<file path="src/hw/rtl/ktab_pkg.sv">
// Shared constants and command and status codes for the keyed table engine.
package ktab_pkg;

   localparam int CAPACITY_DEFAULT    = 32;
   localparam int KEY_WIDTH_DEFAULT   = 32;
   localparam int VALUE_WIDTH_DEFAULT = 32;

   localparam int REQ_DATA_WIDTH = 72;
   localparam int RSP_DATA_WIDTH = 48;

   localparam logic [2:0] CMD_CLEAR  = 3'd0;
   localparam logic [2:0] CMD_INSERT = 3'd1;
   localparam logic [2:0] CMD_ERASE  = 3'd2;
   localparam logic [2:0] CMD_LOOKUP = 3'd3;
   localparam logic [2:0] CMD_COUNT  = 3'd4;

   localparam logic [1:0] STATUS_OK        = 2'd0;
   localparam logic [1:0] STATUS_NOT_FOUND = 2'd1;
   localparam logic [1:0] STATUS_DUPLICATE = 2'd2;
   localparam logic [1:0] STATUS_FULL      = 2'd3;

endpackage

</file>
<file path="src/hw/rtl/keyed_table_engine.sv">
// Top level of the keyed table engine: sequencer, entry RAM and result register.
//
// The engine keeps up to CAPACITY key and value pairs packed in arrival order in
// one RAM and runs each transaction with a sequencer that reads one entry per
// cycle through the RAM's single read port. Clear and unused command codes go
// straight to the result; insert, lookup and count scan the filled entries;
// erase scans up to the matching slot and then moves each later entry down one
// place, one entry per cycle. The input is not ready while a transaction is in
// progress, and a finished result waits in the output register so that the
// next transaction can be accepted before the result is taken. No clearing pass
// is needed after reset.
module keyed_table_engine #(
   parameter int CAPACITY    = ktab_pkg::CAPACITY_DEFAULT,
   parameter int KEY_WIDTH   = ktab_pkg::KEY_WIDTH_DEFAULT,
   parameter int VALUE_WIDTH = ktab_pkg::VALUE_WIDTH_DEFAULT
) (
   input  logic                                clock,
   input  logic                                reset,
   input  logic                                req_tvalid,
   output logic                                req_tready,
   // cmd[2:0], key[34:3], value[66:35], zero padding[71:67]
   input  logic [ktab_pkg::REQ_DATA_WIDTH-1:0] req_tdata,
   output logic                                rsp_tvalid,
   input  logic                                rsp_tready,
   // status[1:0], found[2], read_value[34:3], match_count[40:35], fill[46:41],
   // zero padding[47]
   output logic [ktab_pkg::RSP_DATA_WIDTH-1:0] rsp_tdata
);

   import ktab_pkg::*;

   localparam int KW = (KEY_WIDTH < 32) ? KEY_WIDTH : 32;
   localparam int VW = (VALUE_WIDTH < 32) ? VALUE_WIDTH : 32;
   localparam int AW = $clog2(CAPACITY);
   localparam int FW = $clog2(CAPACITY + 1);

   typedef enum logic [3:0] {
      ST_IDLE  = 4'b0001,
      ST_SCAN  = 4'b0010,
      ST_SHIFT = 4'b0100,
      ST_DONE  = 4'b1000
   } state_type;

   state_type state_ff, state_in;

   logic [2:0]    cmd_ff, cmd_in;
   logic [KW-1:0] key_ff, key_in;
   logic [VW-1:0] value_ff, value_in;
   logic [FW-1:0] fill_ff, fill_in;
   logic [FW-1:0] issue_ff, issue_in;
   logic          pend_ff, pend_in;
   logic [AW-1:0] pidx_ff, pidx_in;
   logic [1:0]    status_ff, status_in;
   logic          found_ff, found_in;
   logic [VW-1:0] rval_ff, rval_in;
   logic [FW-1:0] mcount_ff, mcount_in;

   logic                      rsp_valid_ff, rsp_valid_in;
   logic [RSP_DATA_WIDTH-1:0] rsp_data_ff, rsp_data_in;

   logic             wr_en;
   logic [AW-1:0]    wr_addr;
   logic [KW+VW-1:0] wr_data;
   logic [AW-1:0]    rd_addr;
   logic [KW+VW-1:0] rd_data;
   logic [KW-1:0]    rd_key;
   logic [VW-1:0]    rd_val;

   logic          req_fire;
   logic          is_count;
   logic          hit;
   logic [FW+5:0] fill_ext;
   logic [FW+5:0] mcount_ext;
   logic [VW+31:0] rval_ext;

   ktab_ram #(
      .WIDTH(KW + VW),
      .DEPTH(CAPACITY)
   ) u_entry_ram (
      .clock  (clock),
      .wr_en  (wr_en),
      .wr_addr(wr_addr),
      .wr_data(wr_data),
      .rd_addr(rd_addr),
      .rd_data(rd_data)
   );

   assign req_tready = (state_ff == ST_IDLE);
   assign req_fire   = req_tvalid && req_tready;
   assign rd_key     = rd_data[KW-1:0];
   assign rd_val     = rd_data[KW +: VW];
   assign is_count   = (cmd_ff == CMD_COUNT);
   assign hit        = pend_ff && (is_count ? (rd_val == value_ff) : (rd_key == key_ff));

   assign fill_ext   = {6'b0, fill_ff};
   assign mcount_ext = {6'b0, mcount_ff};
   assign rval_ext   = {32'b0, rval_ff};

   always_comb begin
      state_in     = state_ff;
      cmd_in       = cmd_ff;
      key_in       = key_ff;
      value_in     = value_ff;
      fill_in      = fill_ff;
      issue_in     = issue_ff;
      pend_in      = 1'b0;
      pidx_in      = issue_ff[AW-1:0];
      status_in    = status_ff;
      found_in     = found_ff;
      rval_in      = rval_ff;
      mcount_in    = mcount_ff;
      rsp_valid_in = rsp_valid_ff && !rsp_tready;
      rsp_data_in  = rsp_data_ff;
      wr_en        = 1'b0;
      wr_addr      = fill_ff[AW-1:0];
      wr_data      = {value_ff, key_ff};
      rd_addr      = issue_ff[AW-1:0];

      case (state_ff)
         ST_IDLE: begin
            if (req_fire) begin
               cmd_in    = req_tdata[2:0];
               key_in    = req_tdata[3 +: KW];
               value_in  = req_tdata[35 +: VW];
               issue_in  = '0;
               status_in = STATUS_OK;
               found_in  = 1'b0;
               rval_in   = '0;
               mcount_in = '0;
               if (req_tdata[2:0] == CMD_CLEAR) begin
                  fill_in  = '0;
                  state_in = ST_DONE;
               end else if (req_tdata[2:0] == CMD_INSERT || req_tdata[2:0] == CMD_ERASE ||
                            req_tdata[2:0] == CMD_LOOKUP || req_tdata[2:0] == CMD_COUNT) begin
                  state_in = ST_SCAN;
               end else begin
                  state_in = ST_DONE;
               end
            end
         end
         ST_SCAN: begin
            if (hit && !is_count) begin
               case (cmd_ff)
                  CMD_INSERT: begin
                     status_in = STATUS_DUPLICATE;
                     state_in  = ST_DONE;
                  end
                  CMD_ERASE: begin
                     found_in = 1'b1;
                     issue_in = FW'(pidx_ff) + FW'(1);
                     state_in = ST_SHIFT;
                  end
                  default: begin
                     found_in = 1'b1;
                     rval_in  = rd_val;
                     state_in = ST_DONE;
                  end
               endcase
            end else begin
               if (hit) begin
                  mcount_in = mcount_ff + FW'(1);
               end
               if (issue_ff < fill_ff) begin
                  pend_in  = 1'b1;
                  issue_in = issue_ff + FW'(1);
               end else if (!pend_ff) begin
                  state_in = ST_DONE;
                  case (cmd_ff)
                     CMD_INSERT: begin
                        if (fill_ff == FW'(CAPACITY)) begin
                           status_in = STATUS_FULL;
                        end else begin
                           wr_en   = 1'b1;
                           fill_in = fill_ff + FW'(1);
                        end
                     end
                     CMD_ERASE, CMD_LOOKUP: begin
                        status_in = STATUS_NOT_FOUND;
                     end
                     default: begin
                        status_in = status_ff;
                     end
                  endcase
               end
            end
         end
         ST_SHIFT: begin
            if (pend_ff) begin
               wr_en   = 1'b1;
               wr_addr = pidx_ff - AW'(1);
               wr_data = rd_data;
            end
            if (issue_ff < fill_ff) begin
               pend_in  = 1'b1;
               issue_in = issue_ff + FW'(1);
            end else if (!pend_ff) begin
               fill_in  = fill_ff - FW'(1);
               state_in = ST_DONE;
            end
         end
         ST_DONE: begin
            if (!rsp_valid_ff || rsp_tready) begin
               rsp_valid_in = 1'b1;
               rsp_data_in  = {1'b0, fill_ext[5:0], mcount_ext[5:0], rval_ext[31:0],
                               found_ff, status_ff};
               state_in     = ST_IDLE;
            end
         end
         default: begin
            state_in = ST_IDLE;
         end
      endcase
   end

   always_ff @(posedge clock) begin
      if (reset) begin
         state_ff     <= ST_IDLE;
         fill_ff      <= '0;
         pend_ff      <= 1'b0;
         rsp_valid_ff <= 1'b0;
      end else begin
         state_ff     <= state_in;
         fill_ff      <= fill_in;
         pend_ff      <= pend_in;
         rsp_valid_ff <= rsp_valid_in;
      end
   end

   always_ff @(posedge clock) begin
      cmd_ff      <= cmd_in;
      key_ff      <= key_in;
      value_ff    <= value_in;
      issue_ff    <= issue_in;
      pidx_ff     <= pidx_in;
      status_ff   <= status_in;
      found_ff    <= found_in;
      rval_ff     <= rval_in;
      mcount_ff   <= mcount_in;
      rsp_data_ff <= rsp_data_in;
   end

   assign rsp_tvalid = rsp_valid_ff;
   assign rsp_tdata  = rsp_data_ff;

endmodule

</file>
<file path="src/hw/rtl/ktab_ram.sv">
// Generic single write port, single read port RAM with registered read data.
module ktab_ram #(
   parameter int WIDTH = 32,
   parameter int DEPTH = 32
) (
   input  logic                     clock,
   input  logic                     wr_en,
   input  logic [$clog2(DEPTH)-1:0] wr_addr,
   input  logic [WIDTH-1:0]         wr_data,
   input  logic [$clog2(DEPTH)-1:0] rd_addr,
   output logic [WIDTH-1:0]         rd_data
);

   logic [WIDTH-1:0] mem [DEPTH];
   logic [WIDTH-1:0] rd_data_ff;

   always_ff @(posedge clock) begin
      if (wr_en) begin
         mem[wr_addr] <= wr_data;
      end
      rd_data_ff <= mem[rd_addr];
   end

   assign rd_data = rd_data_ff;

endmodule
</file>
<file path="config.mk">
export PLATFORM = sky130hd
export DESIGN_NAME = keyed_table_engine
export DESIGN_NICKNAME = d
export VERILOG_FILES = /design/src/hw/rtl/ktab_pkg.sv /design/src/hw/rtl/keyed_table_engine.sv /design/src/hw/rtl/ktab_ram.sv
export SDC_FILE = /design/constraint.sdc
export NUM_CORES = 2
export LEC_CHECK = 0
export ABC_AREA = 0
export BUFFER_PORTS_ARGS = -buffer_cell sky130_fd_sc_hd__buf_2
export CAP_MARGIN = 20
export CORE_MARGIN = 2
export CORE_UTILIZATION = 65
export DETAILED_ROUTE_END_ITERATION = 10
export PLACE_DENSITY = 0.89
export SLEW_MARGIN = 40
export SYNTH_ARGS = -nofsm -noshare
export SYNTH_HDL_FRONTEND = slang
export SYNTH_SLANG_ARGS = --single-unit
</file>
<file path="constraint.sdc">
create_clock -name clock -period 15.4 [get_ports clock]
set_input_delay 3.85 -clock clock [delete_from_list [all_inputs] [get_ports clock]]
set_output_delay 3.85 -clock clock [all_outputs]
set_load 0.03 [all_outputs]
</file>
=== After elaboration in Yosys (flattened, before gate mapping) ===
Memories as Yosys holds them, arrays and structs flattened. A register that Yosys moved wholly into a read port is not among the register bits.
Cells that the tools add are included.

* Register bits after elaboration: 178
* RAM bits: 2048
* Input port bits: 76
* Output and inout bits: 50
* Memories: 1

{| class="wikitable"
|+ Memories
! name !! depth !! width !! rd ports !! clocked after memory_dff !! write ports !! line !! source
|-
| u_entry_ram.mem || 32 || 64 || 1 || 1 || 1 || ktab_ram.sv:14 || <nowiki>logic [WIDTH-1:0] mem [DEPTH];</nowiki>
|}

* $add $sub $neg: 6
* Magnitude comparators: 1
* Equality and inequality tests: 35
* Muxes and demuxes: 62
* Reduce and logical (&&, ||, !) cells: 25

{| class="wikitable"
|+ Operators with widths
! cell !! count
|-
| 64-bit two-way mux || 2
|-
| 32-bit two-way mux || 3
|-
| 6-bit two-way mux || 15
|-
| 32-bit == test || 2
|-
| 32-bit case mux with 2 select lines || 1
|-
| 6-bit case mux with 3 select lines || 2
|-
| 4-bit two-way mux || 8
|-
| 2-bit != test, second input constant || 12
|-
| 6-bit by 1-bit adder with 6-bit output, second input constant || 3
|-
| 1-bit two-way mux || 16
|-
| 4-bit case mux with 4 select lines || 1
|-
| 3-bit != test, second input constant || 5
|-
| 3-bit by 2-bit == test with 1-bit output, second input constant || 4
|-
| 2-bit two-way mux || 6
|-
| 6-bit case mux with 2 select lines || 1
|-
| 4-bit AND reduction || 3
|-
| 5-bit two-way mux || 2
|-
| 10-bit AND reduction || 1
|-
| 2-bit case mux with 2 select lines || 2
|-
| 7-bit AND reduction || 1
|-
| 5-bit by 1-bit adder with 6-bit output, second input constant || 1
|-
| 3-bit by 1-bit == test with 1-bit output, second input constant || 2
|-
| 3-bit == test, second input constant || 2
|-
| 6-bit == test, second input constant || 1
|-
| other kinds (19) || 33
|}

=== Longest topological paths before layout ===
* Depth in word-level cells: 9
* Gate-level depth with buffers: 11
* Mapped depth without buffers: 10

=== By module ===
From an unflattened synthesis, not the netlist that was laid out.

* Cells, all modules: 3656
* Area total of the unflattened synthesis: 87078.5 um^2

{| class="wikitable"
|+ By module, submodules not included
! module !! instances !! cells an instance !! area each (um^2)
|-
| ktab_ram || 1 || 3096 || 78964.5
|-
| keyed_table_engine || 1 || 560 || 8114.0
|}

=== Worst setup path before layout ===
OpenSTA, ideal clock, no wires.

* Kind: input port to flip-flop
* Start: in rsp_tready
* End: reg rsp_data_ff[0] (netlist: rsp_tdata[0]) (enable)
* Setup time: 0.457 ns
* Data arrival time: 6.089 ns
* Slack: 8.854 ns
* Stages on the path: 2
* Buffers on the path: 0
* Cell sequence: nand2b_1 -> nor2b_1

* Longest elaborated chain between the ends: 2

{| class="wikitable"
|+ RTL lines
! element !! line !! source
|-
| start: declaration || keyed_table_engine.sv:24 || <nowiki>input logic rsp_tready,</nowiki>
|-
| 1-bit logical OR || keyed_table_engine.sv:202 || <nowiki>if (!rsp_valid_ff || rsp_tready) begin</nowiki>
|-
| 2-bit AND reduction (no source line) || -- ||
|-
| end signal: assignment || keyed_table_engine.sv:239 || <nowiki>rsp_data_ff <= rsp_data_in;</nowiki>
|-
| end: declaration || keyed_table_engine.sv:59 || <nowiki>logic [RSP_DATA_WIDTH-1:0] rsp_data_ff, rsp_data_in;</nowiki>
|}

No other way between the ends.
A chain may end at the register's enable or synchronous reset.

=== Worst setup path after layout ===
* Start: reg state_ff[1]
* End: mem u_entry_ram.mem[22][58] (netlist name) (enable)

* Longest elaborated chain between the ends: 4
* Elaborated cells on any way between the ends: 6
* Classes of those cells: eq/ne: 2; mux: 4

{| class="wikitable"
|+ RTL lines
! element !! line !! source
|-
| start: declaration || keyed_table_engine.sv:44 || <nowiki>state_type state_ff, state_in;</nowiki>
|-
| start signal: assignment || keyed_table_engine.sv:222 || <nowiki>state_ff <= state_in;</nowiki>
|-
| 4-bit by 3-bit == test with 1-bit output / 4-bit by 2-bit == test with 1-bit output (equally long branches) || keyed_table_engine.sv:119 || <nowiki>case (state_ff)</nowiki>
|-
| 1-bit case mux with 2 select lines || keyed_table_engine.sv:119 ||
|-
| 1-bit two-way mux || ktab_ram.sv:18 || <nowiki>if (wr_en) begin</nowiki>
|-
| 1-bit two-way mux (not written as such) || ktab_ram.sv:19 || <nowiki>mem[wr_addr] <= wr_data;</nowiki>
|-
| end: declaration || ktab_ram.sv:14 ||
|}

Parallel ways exist; a longest one is shown, timed or not.

==> impl_metrics.json <==
{
  "max_slew.worst_pin.slew_ps": 942,
  "route.detailed.wl_per_inst_microns": 45.3,
  "cts_setup_buffers": 0,
  "area.growth.synth_to_final_pct": 12.8,
  "setup.worst_path.start_class": "flip-flop",
  "netlist_instances": 3732,
  "multi_input_combinational_cell_area_sq_um": 18700,
  "critical_path_arrival_ps": 6830,
  "layout-drive-gt1-share_pct": 33.1,
  "viasPerCell": 7.85,
  "dp_cells": 5544,
  "initial_standard_cell_utilization_of_the_core_pct": 65.3,
  "fin_worst_skew_ps": 58.9,
  "fillerInstances": 6229,
  "global_routing_met1_resource_utilization_pct": 49.9,
  "mappedNetlistArea_sq_um": 87000,
  "hold_path.class": "reg -> reg",
  "p_switching_mw": 3.05,
  "timing_hold_violations_final": 0,
  "core_area_sq_um": 133000,
  "outcome": "completed",
  "global_route.peak_usage_layer": "met2",
  "min_delay_path_depth": 0,
  "synth_edf_count": 2209,
  "cts-htree-levels": 4,
  "dominantRegCellSynth": "sky130_fd_sc_hd__edfxtp_1",
  "dp_hpwl_microns": 126000,
  "grt_pass1_vias": 46900,
  "totalPowerFinal_mw": 13.4,
  "max-vdd-ir-drop_mv": 0.114,
  "timing.final.setup_violations": 0,
  "power_frac_comb_pct": 6.3,
  "clk_root_buffer_cell": "sky130_fd_sc_hd__clkbuf_16",
  "slew_violations": 0,
  "max_freq_mhz": 158,
  "rows": 134,
  "reg2regPathDepth": 12,
  "whs_ps": 417,
  "ant_nets": 0,
  "p_sw_share_pct": 22.7,
  "placement.io_buffers": 119,
  "post_cts_resize_count": 0,
  "crit_path_end_kind": "flip-flop",
  "drt_first_iter_violations": 10500,
  "grt.met3_usage_pct": 12.6,
  "internal_power_mw": 10.4,
  "cts_tree": "built",
  "place_congestion": 0.829,
  "fin_nets": 4082,
  "syn_area_per_cell_sq_um": 23.3,
  "total_negative_slack_ps": 0,
  "layout_commonest_cell": "sky130_fd_sc_hd__edfxtp_1",
  "clock-sinks": 2290,
  "rsz0062_at_grt": "false",
  "wire_length_of_the_first_global_routing_pass_microns": 373000,
  "async_reset_ff_share_pct": 0,
  "p_clk_share_pct": 41.4,
  "floorplan.die_area_sq_um": 137000,
  "critical_path.max_fanout": 50,
  "io_pins": 126,
  "yosysWarningCount": 0,
  "fin_crit_sh_pct": 41.2,
  "slew_headroom_pct": 37.2,
  "die_w_microns": 370,
  "die_height_microns": 370,
  "via_count": 46700,
  "grt-ovfl-total": 0,
  "instances_no_fill": 5949,
  "synth_cell_types": 60,
  "grtUsageMet2_pct": 62.1,
  "cts_buffer_depth": 3,
  "timing.max_cap.violations": 0,
  "ys_ff_latch": 2290,
  "post_cts_hold_buffer_count": 0,
  "seq_power_share_pct": 52.3,
  "synth_fp_nets": 3822,
  "clock_insertion_delay_worst_skew_ps": 880,
  "largest_net_degree_at_the_start_of_global_routing": 141,
  "finalWorstPathRequiredPeriod_ps": 6350,
  "clk_transition_reported_paths_ps": 70,
  "post-place-ws_ps": 9290,
  "timing_worst_setup_path_type": "reg -> reg",
  "dr.pass1.iters": 8,
  "post_synthesis_sequential_area_ratio_pct": 78.1,
  "grt_use_total_pct": 40.1,
  "p_leak_nw": 30.9,
  "worst_setup_margin_ps": 9050,
  "seqCellArea_sq_um": 68000,
  "cts_made_buffers": 211,
  "postRouteWirelength_microns": 270000,
  "drc_violation_count_after_routing": 0,
  "grt_antenna_before_repair": 6,
  "layout.cells.most_common_list": "sky130_fd_sc_hd__edfxtp_1 (2209), sky130_fd_sc_hd__mux4_2 (640), sky130_fd_sc_hd__clkbuf_16 (218)",
  "power_density_nw_per_um2": 137,
  "endpoint_required_time_on_the_critical_path_ps": 15890
}
-- layer usage --
metal  up-vias  wire length, microns
met5         -                    50
met4         8                 22000
met3      1385                 41200
met2      5760                127000
met1     23400                 79400
li1      16200                     -
-- logic make-up after synthesis --
logic type               Yosys count  share of synthesized area, %
other                              1                       0.00431
buffers and inverters            198                         0.935
multiplexers                     711                          17.5
XOR/XNOR                          83                         0.836
flip-flops                      2290                          78.1
AO/OA/AOI/OAI                     59                         0.495
AND/OR/NAND/NOR                  376                          1.91
adder cells (fa/ha/maj)           14                         0.210
-- area by class of cell --
cell class | count | area share [%]
diodes | 2 | 0.00510
inverters | 17 | 0.0701
clock inverters | 107 | 1.18
well taps | 1768 | 2.25
flip-flops and latches | 2290 | 69.3
clock buffers | 293 | 6.11
repair buffers | 228 | 2.03
multi-input cells | 1244 | 19.1
-- synthesized netlist by cell type (3+ instances only) --
cell	instances	area (sq um)
sky130_fd_sc_hd__a21oi_1	13	65.1
sky130_fd_sc_hd__dfxtp_1	81	1620
sky130_fd_sc_hd__mux2i_1	5	50.1
sky130_fd_sc_hd__xnor2_1	56	490
sky130_fd_sc_hd__a31oi_1	5	31.3
sky130_fd_sc_hd__nor4_1	7	43.8
sky130_fd_sc_hd__o21a_1	3	22.5
sky130_fd_sc_hd__buf_2	44	220
sky130_fd_sc_hd__mux4_2	640	14400
sky130_fd_sc_hd__nor3_1	13	65.1
sky130_fd_sc_hd__nor3b_1	3	22.5
sky130_fd_sc_hd__o22ai_1	5	31.3
sky130_fd_sc_hd__edfxtp_1	2209	66300
sky130_fd_sc_hd__mux2_2	65	732
sky130_fd_sc_hd__a21o_1	4	30.0
sky130_fd_sc_hd__xor2_1	27	236
sky130_fd_sc_hd__or2_2	3	18.8
sky130_fd_sc_hd__buf_1	17	63.8
sky130_fd_sc_hd__nor2_1	61	229
sky130_fd_sc_hd__ha_1	13	163
sky130_fd_sc_hd__nand4_1	17	106
sky130_fd_sc_hd__and2_1	36	225
sky130_fd_sc_hd__o21ai_0	9	45.0
sky130_fd_sc_hd__nand3_1	11	55.1
sky130_fd_sc_hd__clkbuf_1	117	439
sky130_fd_sc_hd__inv_1	16	60.1
sky130_fd_sc_hd__nand2_1	213	800
-- worst max-delay path, stage by stage (launching register included) --
cell                      delay, ps
sky130_fd_sc_hd__dfxtp_1        350
sky130_fd_sc_hd__nor2_1         170
sky130_fd_sc_hd__nand3_1        250
sky130_fd_sc_hd__inv_1          640
sky130_fd_sc_hd__and2_4         740
sky130_fd_sc_hd__buf_6          680
sky130_fd_sc_hd__nand2_1        200
sky130_fd_sc_hd__o41ai_2        180
sky130_fd_sc_hd__nand2_1        470
sky130_fd_sc_hd__nor2_4         730
sky130_fd_sc_hd__buf_16         250
sky130_fd_sc_hd__buf_4          510
sky130_fd_sc_hd__buf_4          660
-- state kept, by name, indices dropped and copies added, names as in the netlist, 2 cells and up --
name / cells
u_entry_ram.mem: 2048
u_entry_ram.rd_data: 64
rsp_tdata: 47
key_ff: 32
rval_ff: 32
value_ff: 32
fill_ff: 6
issue_ff: 6
mcount_ff: 6
pidx_ff: 5
state_ff: 4
cmd_ff: 3
status_ff: 2
-- path summary, 6_finish.rpt --
check,from,end,slack [ps]
setup reg to reg,state_ff[1]$_SDFFE_PP0P_,u_entry_ram.mem[22][58]$_DFFE_PP_,9050
hold / removal,rval_ff[31]$_SDFFCE_PN0P_,rsp_tdata[34]$_DFFE_PP_,420
setup / recovery,state_ff[1]$_SDFFE_PP0P_,u_entry_ram.mem[22][58]$_DFFE_PP_,9050
hold reg to reg,rval_ff[31]$_SDFFCE_PN0P_,rsp_tdata[34]$_DFFE_PP_,420
-- power groups by stage --
stage	clock (mW)	combinational (mW)	sequential, mW
floorplan	0	0.540	7.10
detailed placement	0	0.776	7.14
finish	5.54	0.847	7.01
global placement	0	0.718	7.13
CTS	5.53	0.816	7.01
global route	5.73	0.866	7.01
-- per-stage QoR --
stage,area (sq um),utilization [%]
finish,98100,73.7
global placement,90000,67.6
floorplan,87000,-
global route,98100,73.7
CTS,97800,73.5
detailed placement,90700,68.1
Note: power is estimated with default switching activity, not from simulation.
